$ cat src/rtl/npps_pkg.sv
// Shared types and constants of the nearest path point search block.
package npps_pkg;

    // Request kinds on the input channel.
    localparam logic [1:0] KIND_CLEAR  = 2'd0;
    localparam logic [1:0] KIND_APPEND = 2'd1;
    localparam logic [1:0] KIND_QUERY  = 2'd2;

    // Fixed field widths.
    localparam int HEAD_BITS = 16;
    localparam int DIST_BITS = 50;

    // Sequencer states.
    localparam logic [1:0] ST_IDLE   = 2'd0;
    localparam logic [1:0] ST_SCAN   = 2'd1;
    localparam logic [1:0] ST_DRAIN  = 2'd2;
    localparam logic [1:0] ST_FINISH = 2'd3;

    // Control that travels with each point through the distance pipeline.
    typedef struct packed {
        logic valid;
        logic last;
    } npps_tag_t;

endpackage

$ cat src/rtl/npps_dist.sv
// Three-stage squared Euclidean distance pipeline for one stored point per cycle.
module npps_dist
    import npps_pkg::*;
#(
    parameter int COORD_BITS = 24,
    parameter int IDX_W      = 10
) (
    input  logic                      aclk,
    input  logic                      aresetn,
    input  npps_tag_t                 in_tag,
    input  logic [IDX_W-1:0]          in_idx,
    input  logic [COORD_BITS-1:0]     in_x,
    input  logic [COORD_BITS-1:0]     in_y,
    input  logic [HEAD_BITS-1:0]      in_h,
    input  logic [COORD_BITS-1:0]     qx,
    input  logic [COORD_BITS-1:0]     qy,
    output npps_tag_t                 out_tag,
    output logic [IDX_W-1:0]          out_idx,
    output logic [COORD_BITS-1:0]     out_x,
    output logic [COORD_BITS-1:0]     out_y,
    output logic [HEAD_BITS-1:0]      out_h,
    output logic [2*COORD_BITS+2:0]   out_dist
);

    localparam int MAG_W = COORD_BITS + 1;
    localparam int SQ_W  = 2 * MAG_W;

    logic [MAG_W-1:0] dx, dy, ax_next, ay_next;
    logic [MAG_W-1:0] ax_reg, ay_reg;
    logic [SQ_W-1:0]  sqx_reg, sqy_reg;
    logic [SQ_W:0]    dist_reg;

    npps_tag_t t1_reg, t2_reg, t3_reg;
    logic [IDX_W-1:0]      i1_reg, i2_reg, i3_reg;
    logic [COORD_BITS-1:0] x1_reg, x2_reg, x3_reg;
    logic [COORD_BITS-1:0] y1_reg, y2_reg, y3_reg;
    logic [HEAD_BITS-1:0]  h1_reg, h2_reg, h3_reg;

    // Differences are exact in one extra bit; the magnitude of the most
    // negative difference still fits unsigned in that width.
    always_comb begin
        dx      = {in_x[COORD_BITS-1], in_x} - {qx[COORD_BITS-1], qx};
        dy      = {in_y[COORD_BITS-1], in_y} - {qy[COORD_BITS-1], qy};
        ax_next = dx[MAG_W-1] ? (~dx + MAG_W'(1)) : dx;
        ay_next = dy[MAG_W-1] ? (~dy + MAG_W'(1)) : dy;
    end

    always_ff @(posedge aclk) begin
        if (!aresetn) begin
            t1_reg <= '0;
            t2_reg <= '0;
            t3_reg <= '0;
        end else begin
            t1_reg <= in_tag;
            t2_reg <= t1_reg;
            t3_reg <= t2_reg;
        end
    end

    always_ff @(posedge aclk) begin
        ax_reg   <= ax_next;
        ay_reg   <= ay_next;
        sqx_reg  <= SQ_W'(ax_reg) * SQ_W'(ax_reg);
        sqy_reg  <= SQ_W'(ay_reg) * SQ_W'(ay_reg);
        dist_reg <= (SQ_W + 1)'(sqx_reg) + (SQ_W + 1)'(sqy_reg);
        i1_reg <= in_idx;
        i2_reg <= i1_reg;
        i3_reg <= i2_reg;
        x1_reg <= in_x;
        x2_reg <= x1_reg;
        x3_reg <= x2_reg;
        y1_reg <= in_y;
        y2_reg <= y1_reg;
        y3_reg <= y2_reg;
        h1_reg <= in_h;
        h2_reg <= h1_reg;
        h3_reg <= h2_reg;
    end

    assign out_tag  = t3_reg;
    assign out_idx  = i3_reg;
    assign out_x    = x3_reg;
    assign out_y    = y3_reg;
    assign out_h    = h3_reg;
    assign out_dist = dist_reg;

endmodule

$ cat config.mk
export PLATFORM = sky130hd
export DESIGN_NAME = npps_dist
export DESIGN_NICKNAME = d
export VERILOG_FILES = /design/src/rtl/npps_pkg.sv /design/src/rtl/npps_dist.sv
export SDC_FILE = /design/constraint.sdc
export NUM_CORES = 2
export LEC_CHECK = 0
export BUFFER_PORTS_ARGS = -buffer_cell sky130_fd_sc_hd__buf_2
export CAP_MARGIN = 10
export CORE_ASPECT_RATIO = 1.5
export CORE_MARGIN = 2
export CORE_UTILIZATION = 59
export DETAILED_ROUTE_END_ITERATION = 12
export PLACE_DENSITY = 0.77
export SYNTH_ARGS = -nofsm -noshare
export SYNTH_HDL_FRONTEND = slang
export SYNTH_SLANG_ARGS = --single-unit
$ cat constraint.sdc
create_clock -name aclk -period 15.65 [get_ports aclk]
set_clock_uncertainty 0.2 [all_clocks]
set_input_delay 0.7825 -clock aclk [delete_from_list [all_inputs] [get_ports aclk]]
set_output_delay 0.7825 -clock aclk [all_outputs]
set_load 0.03 [all_outputs]
==> reports/results.ini <==
[status]
status=finished, final reports clean

[worst_setup_path]
cp-end-kind=register
crit_required_ps=15940
start_kind=register
path_class=reg -> reg
cp_max_fo=21
critPathArrivalTime_ps=9080

[floorplanning]
core_um2=83930
start_util=0.5963
num_rows=130
die_h_um=360.7
ioPinCount=253
die_area_um2=87220
die_x_um=241.8

[sta]
rsz0062_at_grt=no
relSlewSlack=0.1900
setup_viol=0
max_freq_mhz=113.8
worst_pin_slew_ps=1213
fin_crit_ps=8790
fin_crit_sh=0.5616
setup_tns_ps=0
drv_slew=0
finalHoldViolations=0

[yosys]
synth.most_common_cell=inv_1
postSynthNetCount=6811
syn_area_per_cell_um2=9.484
netlist_top_cells_count=inv_1 (1,443), fa_1 (934), ha_1 (474)
synth_cell_types=81
synth_top_area_share=0.3736
yosys_warnings=0
async_reset_ff_frac=0
synth_edf_count=0
synth-seq-cells=427
synth_top_flop_cell=dfxtp_1
yosysTopAreaCell=fa_1
seq_area_frac_synth=0.1708
synth.cell_area_um2=50050
synth_cells=5277
synth.area.top_cells=fa_1 (37%), dfxtp_1 (17%), ha_1 (12%)

[final_layout]
fill_cells=6868
finalInstanceArea_um2=54130
area_delta_synth_final_pct=8.170
num-nets-final=7030
drive_gt1_frac=0.07214
largest_reg_flops=51
antenna_cells=0
final_core_util=0.6450

[grt]
grt_overflow=0
use_met2=0.5268
grt_pass1_vias=39774
grtUsageTotal=0.2826
grtUsageMet1=0.3054
grt_max_degree=29
grt_first_pass_wirelength_um=195900
antenna_found_initial=3
grt_busiest_layer=met2
met3_usage=0.03592

[worst_hold_path]
min_path_type=in -> reg

[drt]
vias=35637
drt-total-wl_um=119100
dr.pass1.iters=8
wl_per_cell_um=17.90
drc=0
ant_nets=0
drt_iter0_markers=1828
vias_per_cell=5.357

[flow_run]
maxCapViolations=0

[clock_network]
cts_tree=done
cts_setup_buffers=0
cts_sinks=427
htreeDepth=2
cts.clk_slew.worst_paths_ps=70
cts_resized=0
root_buffer=clkbuf_16
hold_buffers=0
clk_latency_ps=630
cts.path.max_buffers=3
cts_buffers=44

[placed_design]
hpwlAfterDp_um=98470
dpl_cell_area_um2=52570
place_congestion=0.9510
io_buffers=252

cells in the final DEF, fill, tap and decap left out, types with 43 or more instances in the layout:
cell type,instances
inv_1,1443
fa_1,934
ha_1,474
dfxtp_1,427
nand2_1,412
buf_2,252
and2_1,246
a21oi_1,178
nor2_1,168
xnor2_1,151
o21ai_0,103
a21o_1,92
xor2_1,70
nand3_1,47
clkbuf_16,44
buf_4,43
critical path, cell delays in order, from the launching register on:
cell,delay [ps]
dfxtp_1,950
inv_1,460
nor2_1,330
fa_1,490
fa_1,490
inv_1,50
fa_1,530
inv_1,60
fa_1,410
fa_1,480
fa_1,560
inv_1,50
fa_1,480
inv_1,40
ha_1,370
and3_1,300
nand3_1,140
a2111oi_0,640
o21ai_0,210
o211ai_1,400
a21oi_1,210
o21ai_0,480
and4_1,270
nor3_1,50
layout make-up:
| class | instances | area (um^2) | area share |
|---|---|---|---|
| multi-input cells | 3285 | 35620 | 0.6580 |
| flip-flops and latches | 427 | 8548 | 0.1579 |
| inverters | 1443 | 5416 | 0.1001 |
| repair buffers | 295 | 1584 | 0.02926 |
| well taps | 1122 | 1404 | 0.02593 |
| clock buffers | 52 | 1181 | 0.02182 |
| clock inverters | 29 | 382.9 | 0.007073 |
final timing paths:
check	from	endpoint	slack (ps)	depth (start not counted)
max reg2reg	ax_reg[11]	sqx_reg[49]	6860	23
min reg2reg	y1_reg[18]	y2_reg[18]	120	0
min	in_idx[9]	i1_reg[9]	60	1
max	ax_reg[11]	sqx_reg[49]	6860	23
through the flow:
stage / hold slack [ps] / worst slack [ps] / std cells
4_1_cts: 17.86 / 6872 / 6653
3_5_place_dp: 112.1 / 6908 / 6572
5_1_grt: 25.81 / 6447 / 6653
6_report: 63.95 / 6860 / 6653
3_3_place_gp: 109.6 / 7232 / 6572
2_1_floorplan: 109.6 / 8369 / 5277
layer usage:
metal | part of all wire | routed length [um]
met1 | 0.36 | 42350
met2 | 0.53 | 62880
met3 | 0.049 | 5873
met4 | 0.067 | 7951
met5 | 0 | 0
cells by family after synthesis:
family | Yosys count | synth area share
buffers and inverters | 1565 | 0.1175
adders and majority gates | 1408 | 0.4921
and+or+nand+nor | 1078 | 0.1053
AOI/OAI and AO/OA | 572 | 0.07440
DFF | 427 | 0.1708
xor gates and xnor gates | 221 | 0.03868
muxes | 6 | 0.001250
Power is not shown: default switching activity piles up to over one toggle a cycle in this logic, so the estimate is an artifact.
